===== src/rtl/nearest_seed_point_picker_core_defines.svh =====
// Assertion macros for the nearest seed point picker.
// Needs clk and rst in the scope where a macro is used.
`ifndef NEAREST_SEED_POINT_PICKER_CORE_DEFINES_SVH
`define NEAREST_SEED_POINT_PICKER_CORE_DEFINES_SVH

// check that a condition holds at every edge out of reset
`define NSPP_ASSERT_ALWAYS(label, expr, msg) \
  label: assert property (@(posedge clk) disable iff (rst) (expr)) else $error(msg);

// check that a consequent holds in the cycle of its antecedent
`define NSPP_ASSERT_IMPLY(label, ante, cons, msg) \
  label: assert property (@(posedge clk) disable iff (rst) (ante) |-> (cons)) else $error(msg);

`endif


===== src/rtl/nspp_pkg.sv =====
// Shared types and constants of the nearest seed point picker.
// No dependencies; imported by the controller, the datapath and the top level.
package nspp_pkg;

  localparam int COORD_W     = 20;
  localparam int RADIUS_W    = 20;
  localparam int DIFF_W      = COORD_W + 1;
  localparam int SQ_W        = 2 * COORD_W + 1;
  localparam int SUM_W       = SQ_W + 2;
  localparam int R2_W        = 2 * RADIUS_W;
  localparam int POINT_W     = 3 * COORD_W;

  localparam int COUNT_OUT_W = 7;
  localparam int INDEX_OUT_W = 6;
  localparam int S_TDATA_W   = 64;
  localparam int S_TUSER_W   = 2;
  localparam int M_TDATA_W   = 24;
  localparam int M_PAD_W     = M_TDATA_W - (COUNT_OUT_W + INDEX_OUT_W + 4);

  localparam int CFG_ADDR_W  = 3;
  localparam int CFG_DATA_W  = 32;
  localparam logic CFG_IDX_RADIUS = 1'b0;
  localparam logic [RADIUS_W-1:0] RADIUS_RESET = 20'd80;

  typedef enum logic [1:0] {
    KIND_ADD      = 2'd0,
    KIND_SELECT   = 2'd1,
    KIND_DESELECT = 2'd2,
    KIND_REMOVE   = 2'd3
  } kind_t;

  typedef struct packed {
    logic load;
    logic seek_scan;
    logic seek_copy;
    logic issue;
    logic commit;
  } ctl_cmd_t;

  typedef struct packed {
    kind_t kind;
    logic  scan_needed;
    logic  copy_needed;
    logic  last_issue;
    logic  pipe_empty;
    logic  out_free;
  } ctl_status_t;

endpackage


===== src/rtl/nspp_controller.sv =====
// Sequencer of the nearest seed point picker: takes an item, walks the table, commits.
// Depends on nspp_pkg.
module nspp_controller (
  input  logic                 clk,
  input  logic                 rst,
  input  logic                 s_tvalid,
  output logic                 s_tready,
  input  nspp_pkg::ctl_status_t status,
  output nspp_pkg::ctl_cmd_t    cmd
);
  import nspp_pkg::*;

  typedef enum logic [4:0] {
    ST_IDLE   = 5'b00001,
    ST_DECIDE = 5'b00010,
    ST_WALK   = 5'b00100,
    ST_DRAIN  = 5'b01000,
    ST_FINISH = 5'b10000
  } state_t;

  state_t state;
  state_t state_next;

  always_ff @(posedge clk) begin
    if (rst) begin
      state <= ST_IDLE;
    end else begin
      state <= state_next;
    end
  end

  always_comb begin
    state_next = state;
    cmd        = '0;
    s_tready   = (state == ST_IDLE);
    unique case (state)
      ST_IDLE: begin
        if (s_tvalid) begin
          cmd.load   = 1'b1;
          state_next = ST_DECIDE;
        end
      end
      ST_DECIDE: begin
        priority if (status.kind == KIND_SELECT && status.scan_needed) begin
          cmd.seek_scan = 1'b1;
          state_next    = ST_WALK;
        end else if (status.kind == KIND_REMOVE && status.copy_needed) begin
          cmd.seek_copy = 1'b1;
          state_next    = ST_WALK;
        end else begin
          state_next = ST_FINISH;
        end
      end
      ST_WALK: begin
        cmd.issue = 1'b1;
        if (status.last_issue) begin
          state_next = ST_DRAIN;
        end
      end
      ST_DRAIN: begin
        if (status.pipe_empty) begin
          state_next = ST_FINISH;
        end
      end
      ST_FINISH: begin
        if (status.out_free) begin
          cmd.commit = 1'b1;
          state_next = ST_IDLE;
        end
      end
      default: begin
        state_next = ST_IDLE;
      end
    endcase
  end

endmodule


===== config.mk =====
export PLATFORM = sky130hd
export DESIGN_NAME = nspp_controller
export DESIGN_NICKNAME = d
export VERILOG_FILES = /design/src/rtl/nearest_seed_point_picker_core_defines.svh /design/src/rtl/nspp_pkg.sv /design/src/rtl/nspp_controller.sv
export SDC_FILE = /design/constraint.sdc
export NUM_CORES = 1
export LEC_CHECK = 0
export ABC_AREA = 1
export ABC_CLOCK_PERIOD_IN_PS = 2000
export BUFFER_PORTS_ARGS = -buffer_cell sky130_fd_sc_hd__buf_2
export CELL_PAD_IN_SITES_DETAIL_PLACEMENT = 0
export CELL_PAD_IN_SITES_GLOBAL_PLACEMENT = 1
export CORE_AREA = 2 2 39 41
export CTS_BUF_LIST = sky130_fd_sc_hd__clkbuf_8
export DETAILED_ROUTE_END_ITERATION = 8
export DIE_AREA = 0 0 41 43
export PLACE_DENSITY = 0.73
export SETUP_SLACK_MARGIN = 0.02
export SYNTH_ARGS = -nofsm -noshare
export SYNTH_HDL_FRONTEND = slang
export SYNTH_SLANG_ARGS = --single-unit

===== constraint.sdc =====
create_clock -name clk -period 2 [get_ports clk]
set_input_delay 0.1 -clock clk [delete_from_list [all_inputs] [get_ports clk]]
set_output_delay 0.1 -clock clk [all_outputs]
set_load 0.1 [all_outputs]

## Yosys cells after proc, flatten, opt, wreduce, memory -nomap -nowiden

Cells that the tools add are included.

- Output and inout bits: 6
- Register bits after elaboration: 5
- Bits of input ports: 10

- Equal/unequal tests: 11
- Reductions and logical operators: 3
- Muxes and demuxes: 16

Operator list:

| kind | number |
|---|---|
| 5-bit 2-to-1 mux | 6 |
| 5-bit case mux with 5 select lines | 1 |
| 1-bit 2-to-1 mux | 8 |
| 2-bit != test (second input constant) | 4 |
| 5-bit by 1-bit == test with 1-bit output (second input constant) | 1 |
| 5-bit by 2-bit == test with 1-bit output (second input constant) | 1 |
| 5-bit by 3-bit == test with 1-bit output (second input constant) | 1 |
| 5-bit by 4-bit == test with 1-bit output (second input constant) | 1 |
| 5-bit == test (second input constant) | 1 |
| 4-bit AND reduction | 1 |
| 2-bit by 1-bit == test with 1-bit output (second input constant) | 1 |
| 2-bit == test (second input constant) | 1 |
| 1-bit logical AND | 2 |
| 2-bit 2-to-1 mux | 1 |

## Logic depth before layout (Yosys ltp)

Gate-level depths: netlist of the first run.

- Depth in word-level cells: 5
- Depth in mapped cells: 8
- Mapped depth without buffers: 8

## Worst setup path after synthesis of the first run

OpenSTA, ideal clock, no wires.

- Path type: register -> output
- Start point: register state[3]
- End point: output port cmd[4] (netlist bit)
- Required time: 1.900 ns
- Cell stages (with the launch flop): 4
- Arrival: 1.911 ns
- Setup slack: -0.011 ns
- Cells stage by stage: dfxtp_1 -> nor2_4 -> nand3_1 -> nor2_1

RTL lines:

| element | line | source |
|---|---|---|
| start: declaration | nspp_controller.sv:21 | `state_t state;` |
| start signal: assignment | nspp_controller.sv:28 | `state <= state_next;` |
| end: declaration | nspp_controller.sv:9 | `output nspp_pkg::ctl_cmd_t cmd` |

==> impl_metrics.py, run 1 <==
metrics = {
    "outcome": {
        "status": "finished, final reports clean",
    },
    "floorplanning": {
        "die_area_mm2": 0.00176,
        "floorplan.die.width_um": 41,
        "ios": 16,
        "num_rows": 14,
        "core_area_mm2": 0.00138,
        "floorplan.initialDensity_pct": 27.8,
        "fp.dieH_um": 43,
    },
    "sta": {
        "timing.fmax_mhz": 631,
        "worstMarginPinSlew_ns": 0.484,
        "slew-limit-headroom_pct": 68.0,
        "grt_setup_unrepaired": "no",
        "fin_skew_ns": 0.000652,
        "fin_crit_sh_pct": 79.2,
        "final.setup.tns_ns": 0,
        "setup-violations-final": 0,
        "total_count_of_max_transition_violations_in_the_final_report": 0,
        "hold-worst-slack_ns": 0.0553,
        "timing_hold_violations_final": 0,
        "period_minus_slack_ns": 1.58,
    },
    "finish": {
        "stdcell_count": 96,
        "area.growth.synth_to_final_pct": 37.0,
        "fillCellCount": 152,
        "largest_reg_flops": 5,
        "largest_registers": "state x5",
        "n_antenna_cell": 0,
        "layout-drive-gt1-share_pct": 38.8,
        "nNetsFinal": 91,
        "top_register": "state",
    },
    "drt": {
        "drc": 0,
        "viasPerCell": 4.47,
        "route.final.wire_length_um": 806,
        "drt-pass1-iter-count": 4,
        "detail-route-antenna-nets": 0,
        "drt_first_iter_violations": 2,
        "total_vias_in_the_final_route": 429,
        "wire_length_per_cell_after_detailed_routing_um": 8.40,
    },
    "worst_setup_path": {
        "critPathSlowestCell": "sky130_fd_sc_hd__buf_2",
        "worst-endpoint-required_ns": 1.90,
        "timing.critical_path.from_type": "register",
        "cp_max_fo": 5,
        "cpLargestDelayFamily": "simple AND/OR/NAND/NOR gates",
        "arrival_ns": 1.48,
        "path_type_of_the_worst_setup_path": "reg -> out",
        "worst_stage_delay_on_the_critical_path_ns": 0.42,
        "path_cells": "nor2_4 -> nand3_1 -> nor2_2 -> buf_2",
        "crit_buf_inv": 1,
        "critPathCaptureType": "primary output",
    },
    "logic_synthesis": {
        "synth_seq_area_share_pct": 26.0,
        "syn_area_per_cell_um2": 6.32,
        "yosys_warnings": 0,
        "synth_fp_nets": 71,
        "ys_ff_latch": 5,
        "synthesized_instance_count": 61,
        "area_contributors_post_synth": "sky130_fd_sc_hd__dfxtp_1, sky130_fd_sc_hd__nor2_1, sky130_fd_sc_hd__inv_1",
        "synth.lib_cells_used.distinct": 13,
        "post-synth-top-area-cell": "sky130_fd_sc_hd__dfxtp_1",
        "synth_top_area_share_pct": 26.0,
        "syn-cell-area_um2": 385,
    },
    "global_route": {
        "overflow_left_after_global_routing": 0,
        "wire_length_of_the_first_global_routing_pass_mm": 1.24,
        "grtUsageTotal_pct": 10.5,
        "grt_pass1_vias": 336,
        "antenna_violations_before_repair": 0,
        "grt_start_max_net_pins": 8,
    },
    "placement": {
        "dp_hpwl_um": 681,
        "place.port_buffers": 15,
        "routability_driven_placement_congestion_ratio": 0.642,
        "dp_cells": 92,
    },
    "job": {
        "total_of_max_cap_violations": 0,
    },
    "clock_network": {
        "path_clk_slew_ns": 0.04,
        "setup_fix_buffers_added_after_clock_tree_synthesis": 0,
        "cts-buffers-inserted": 3,
        "cts_repair_resizes": 0,
        "clockRootBuffer": "sky130_fd_sc_hd__clkbuf_8",
        "clock-sinks": 5,
        "post_cts_hold_buffer_count": 0,
        "cts_buffer_depth": 2,
        "cts_tree": "done",
        "insertion_delay_ns": 0.22,
        "cts_max_level": 1,
    },
    "power_and_ir_drop": {
        "power_density_mw_per_mm2": 1820,
        "static-leakage-power_nw": 0.300,
        "vdd.ir_drop.worst_mv": 0.525,
    },
    "min_path": {
        "hp-class": "in -> reg",
    },
}
[cell type report]
type,count,area (µm²),area share [%]
clock inverters,1,3.75,0.711
flip-flops and latches,5,100,19.0
repair buffers,15,75.1,14.2
multi-input cells,45,246,46.7
inverters,11,41.3,7.82
well taps,16,20.0,3.79
clock buffers,3,41.3,7.82
[cell usage after synthesis]
cell type                  instances
sky130_fd_sc_hd__nand3b_1          1
sky130_fd_sc_hd__nand4_4           1
sky130_fd_sc_hd__dfxtp_1           5
sky130_fd_sc_hd__nor2_1           13
sky130_fd_sc_hd__nand2_1           9
sky130_fd_sc_hd__nand3_1           5
sky130_fd_sc_hd__inv_1            10
sky130_fd_sc_hd__nor2_4            2
sky130_fd_sc_hd__nor2_2            5
sky130_fd_sc_hd__inv_2             1
sky130_fd_sc_hd__nor3_1            2
sky130_fd_sc_hd__nand2_2           3
sky130_fd_sc_hd__nand4_1           4
[path summary, 6_finish.rpt]
kind                            endpoint  slack (ns)      from  cells after the start
worst max-delay path              cmd[4]        0.42  state[3]                      4
worst min-delay path            state[1]        0.06       rst                      2
worst max register to register  state[4]        0.81  state[3]                      7
worst min register to register  state[3]        0.56  state[3]                      2
[metal layers]
| metal | GRT usage (%) | wire length (µm) | vias up |
|---|---|---|---|
| met5 | 0 | 0 | - |
| met1 | 12.3 | 363 | 179 |
| met4 | 6.00 | 9 | 0 |
| li1 | - | - | 232 |
| met3 | 3.14 | 45 | 2 |
| met2 | 15.9 | 388 | 16 |
[cell families after synthesis]
logic type	Yosys count	synth area share [%]
buffers and inverters	11	10.7
and+or+nand+nor	45	63.3
DFF	5	26.0
[through the flow]
| step | power (mW) | setup slack [ns] | utilization, % | area, µm² |
|---|---|---|---|---|
| floorplan | 0.693 | 0.0468 | - | 388 |
| global placement | 0.796 | 0.647 | 34.9 | 483 |
| detailed placement | 0.789 | 0.651 | 34.9 | 483 |
| CTS | 0.973 | 0.407 | 38.2 | 528 |
| global route | 1.03 | 0.361 | 38.2 | 528 |
| finish | 0.963 | 0.416 | 38.2 | 528 |
[power breakdown]
part	total, mW	switching, mW	internal (mW)
registers	0.181	0.0445	0.137
logic	0.600	0.469	0.131
clock network	0.181	0.0494	0.132
[placed cells by master, fill, tap and decap left out]
cell | Yosys | final
sky130_fd_sc_hd__nor2_4 | 2 | 2
sky130_fd_sc_hd__nor3_1 | 2 | 2
sky130_fd_sc_hd__nand2_2 | 3 | 3
sky130_fd_sc_hd__nand4_1 | 4 | 4
sky130_fd_sc_hd__nor2_1 | 13 | 12
sky130_fd_sc_hd__inv_1 | 10 | 11
sky130_fd_sc_hd__nand3b_1 | 1 | 1
sky130_fd_sc_hd__buf_2 | 0 | 15
sky130_fd_sc_hd__inv_2 | 1 | 1
sky130_fd_sc_hd__nand3_1 | 5 | 5
sky130_fd_sc_hd__clkbuf_8 | 0 | 3
sky130_fd_sc_hd__dfxtp_1 | 5 | 5
sky130_fd_sc_hd__nand2_1 | 9 | 9
sky130_fd_sc_hd__nor2_2 | 5 | 6
sky130_fd_sc_hd__nand4_4 | 1 | 1
Power figures use the tool's default switching activity.
==> run 2, diff against run 1 <==
--- a/config.mk
+++ b/config.mk
@@ -6,7 +6,7 @@
 export NUM_CORES = 1
 export LEC_CHECK = 0
 export ABC_AREA = 1
-export ABC_CLOCK_PERIOD_IN_PS = 2000
+export ABC_CLOCK_PERIOD_IN_PS = 1620
 export BUFFER_PORTS_ARGS = -buffer_cell sky130_fd_sc_hd__buf_2
 export CELL_PAD_IN_SITES_DETAIL_PLACEMENT = 0
 export CELL_PAD_IN_SITES_GLOBAL_PLACEMENT = 1
==> constraint.sdc (replaced) <==
create_clock -name clk -period 1.62 [get_ports clk]
set_input_delay 0.081 -clock clk [delete_from_list [all_inputs] [get_ports clk]]
set_output_delay 0.081 -clock clk [all_outputs]
set_load 0.1 [all_outputs]
==> run 2 against run 1 <==
Net effect:
- combinational power is 30% higher
- setup slack worse by 0.30 ns
- clock skew is 0.0018 ns higher
- final cell count stayed put
- utilization is 2.6 points higher
- non-clock buffer count stayed put
- cell area is 6.9% higher
- sequential share of layout area is 1.2 points lower
- die area stayed put
- global-route usage is 3.2 points higher
- largest power group unchanged
==> impl_metrics.py, run 2 (synthesis results as in run 1) <==
metrics = {
    "outcome": {
        "status": "finished, final reports clean",
    },
    "finish": {
        "mostFrequentLayoutCells": "sky130_fd_sc_hd__buf_2, sky130_fd_sc_hd__nor2_1, sky130_fd_sc_hd__inv_1, sky130_fd_sc_hd__nand2_1",
        "fillCellCount": 166,
        "top_register": "state",
        "largest_reg_flops": 5,
        "stdcell_count": 96,
        "layout-drive-gt1-share_pct": 41.3,
        "finalInstanceArea_um2": 564,
        "layout_commonest_cell": "sky130_fd_sc_hd__buf_2",
        "nNetsFinal": 91,
        "multiInputGateArea_um2": 259,
        "n_antenna_cell": 0,
        "area.growth.synth_to_final_pct": 46.4,
        "largest_registers": "state x5",
        "register_area_um2": 100,
    },
    "sta": {
        "setup-violations-final": 0,
        "worstMarginPinSlew_ns": 0.483,
        "timing_hold_violations_final": 0,
        "total_count_of_max_transition_violations_in_the_final_report": 0,
        "hold-worst-slack_ns": 0.0301,
        "fin_skew_ns": 0.00243,
        "period_minus_slack_ns": 1.51,
        "fin_crit_sh_pct": 93.1,
        "timing.fmax_mhz": 663,
        "grt_setup_unrepaired": "no",
        "final.setup.tns_ns": 0,
        "slew-limit-headroom_pct": 68.0,
    },
    "power_and_ir_drop": {
        "power.share.sequential_pct": 18.4,
        "totalPowerFinal_mw": 1.23,
        "vdd.ir_drop.worst_mv": 0.972,
        "switching_power_mw": 0.708,
        "static-leakage-power_nw": 0.294,
        "power_density_mw_per_mm2": 2180,
        "power_switching_share_pct": 57.7,
        "power.share.combinational_pct": 63.4,
        "cell_int_power_mw": 0.519,
        "clock_power_share_pct": 18.2,
    },
    "floorplanning": {
        "floorplan.initialDensity_pct": 27.8,
        "num_rows": 14,
        "core_area_mm2": 0.00138,
        "ios": 16,
        "floorplan.die.width_um": 41,
        "die_area_mm2": 0.00176,
        "fp.dieH_um": 43,
    },
    "clock_network": {
        "clockRootBuffer": "sky130_fd_sc_hd__clkbuf_8",
        "clock-sinks": 5,
        "cts-buffers-inserted": 3,
        "setup_fix_buffers_added_after_clock_tree_synthesis": 0,
        "cts_buffer_depth": 2,
        "cts_max_level": 1,
        "cts_tree": "done",
        "post_cts_hold_buffer_count": 0,
        "path_clk_slew_ns": 0.04,
        "cts_repair_resizes": 0,
        "insertion_delay_ns": 0.22,
    },
    "global_route": {
        "grtUsageMet2_pct": 19.4,
        "grtUsageTotal_pct": 13.6,
        "grt_util_met1_pct": 15.1,
        "antenna_violations_before_repair": 0,
        "grt_util_met3_pct": 4.71,
        "grt_pass1_vias": 397,
        "grt_start_max_net_pins": 8,
        "grt_busiest_layer": "met2",
        "overflow_left_after_global_routing": 0,
        "wire_length_of_the_first_global_routing_pass_mm": 1.55,
    },
    "drt": {
        "drt-pass1-iter-count": 4,
        "drt_first_iter_violations": 5,
        "drc": 0,
        "wire_length_per_cell_after_detailed_routing_um": 9.57,
        "route.final.wire_length_um": 919,
        "total_vias_in_the_final_route": 448,
        "viasPerCell": 4.67,
        "detail-route-antenna-nets": 0,
    },
    "worst_setup_path": {
        "critPathSlowestCell": "sky130_fd_sc_hd__buf_2",
        "worst_r2r_startpoint": "state[4]",
        "timing.critical_path.from_type": "register",
        "critPathCaptureType": "primary output",
        "crit_buf_inv": 1,
        "worst-endpoint-required_ns": 1.54,
        "cp_max_fo": 5,
        "cpLargestDelayFamily": "simple AND/OR/NAND/NOR gates",
        "cp-startpoint": "state[3]",
        "worst_path_most_repeated_cell": "sky130_fd_sc_hd__nor2_4",
        "arrival_ns": 1.43,
        "worst_stage_delay_on_the_critical_path_ns": 0.43,
        "path_type_of_the_worst_setup_path": "reg -> out",
        "path_cells": "nor2_4 -> nand4_4 -> nor2_4 -> buf_2",
    },
    "min_path": {
        "hp-start": "rst",
        "hp-class": "in -> reg",
    },
    "placement": {
        "routability_driven_placement_congestion_ratio": 0.691,
        "dp_hpwl_um": 709,
        "placed_area_um2": 514,
        "place.port_buffers": 15,
        "dp_cells": 92,
    },
    "job": {
        "total_of_max_cap_violations": 0,
    },
}
[run 2: cell types whose count changed in the layout (fill, tap and decap cells not counted), sizes merged]
cell	previous run	this run
buf	15	13
clkbuf	3	5
inv	12	11
clkinvlp	0	1
[run 2: layout make-up]
cell class	instances	share of cell area, %
Clock buffer	3	7.32
Timing Repair Buffer	15	16.9
Sequential cell	5	17.7
Inverter	11	7.98
Tap cell	16	3.55
Multi-Input combinational cell	45	45.9
Clock inverter	1	0.665
[run 2: per-layer routing]
layer  wire length [µm]  up-vias  part of all wire, %
met4                 10        0                  1.1
met3                 64        2                  7.0
met1                395      197                   43
met2                448       20                   49
met5                  0        -                    0
li1                   -      229                    -
[run 2: worst paths after layout]
check	end	cells past startpoint	slack, ns
setup / recovery	cmd[3]	4	0.11
hold / removal	state[1]	2	0.03
setup reg to reg	state[0]	6	0.33
hold reg to reg	state[3]	2	0.55
[run 2: power groups by stage]
stage	logic (mW)	clock network [mW]	registers, mW
CTS	0.762	0.228	0.225
global route	0.836	0.240	0.234
finish	0.778	0.224	0.226
floorplan	0.644	0	0.217
global placement	0.762	0	0.226
detailed placement	0.757	0	0.227
[run 2: metrics by stage]
stage / setup slack (ns) / utilization [%]
CTS: 0.0520 / 40.4
global route: 0.0245 / 40.8
detailed placement: 0.294 / 37.2
global placement: 0.306 / 37.2
floorplan: 0.0783 / -
finish: 0.112 / 40.8
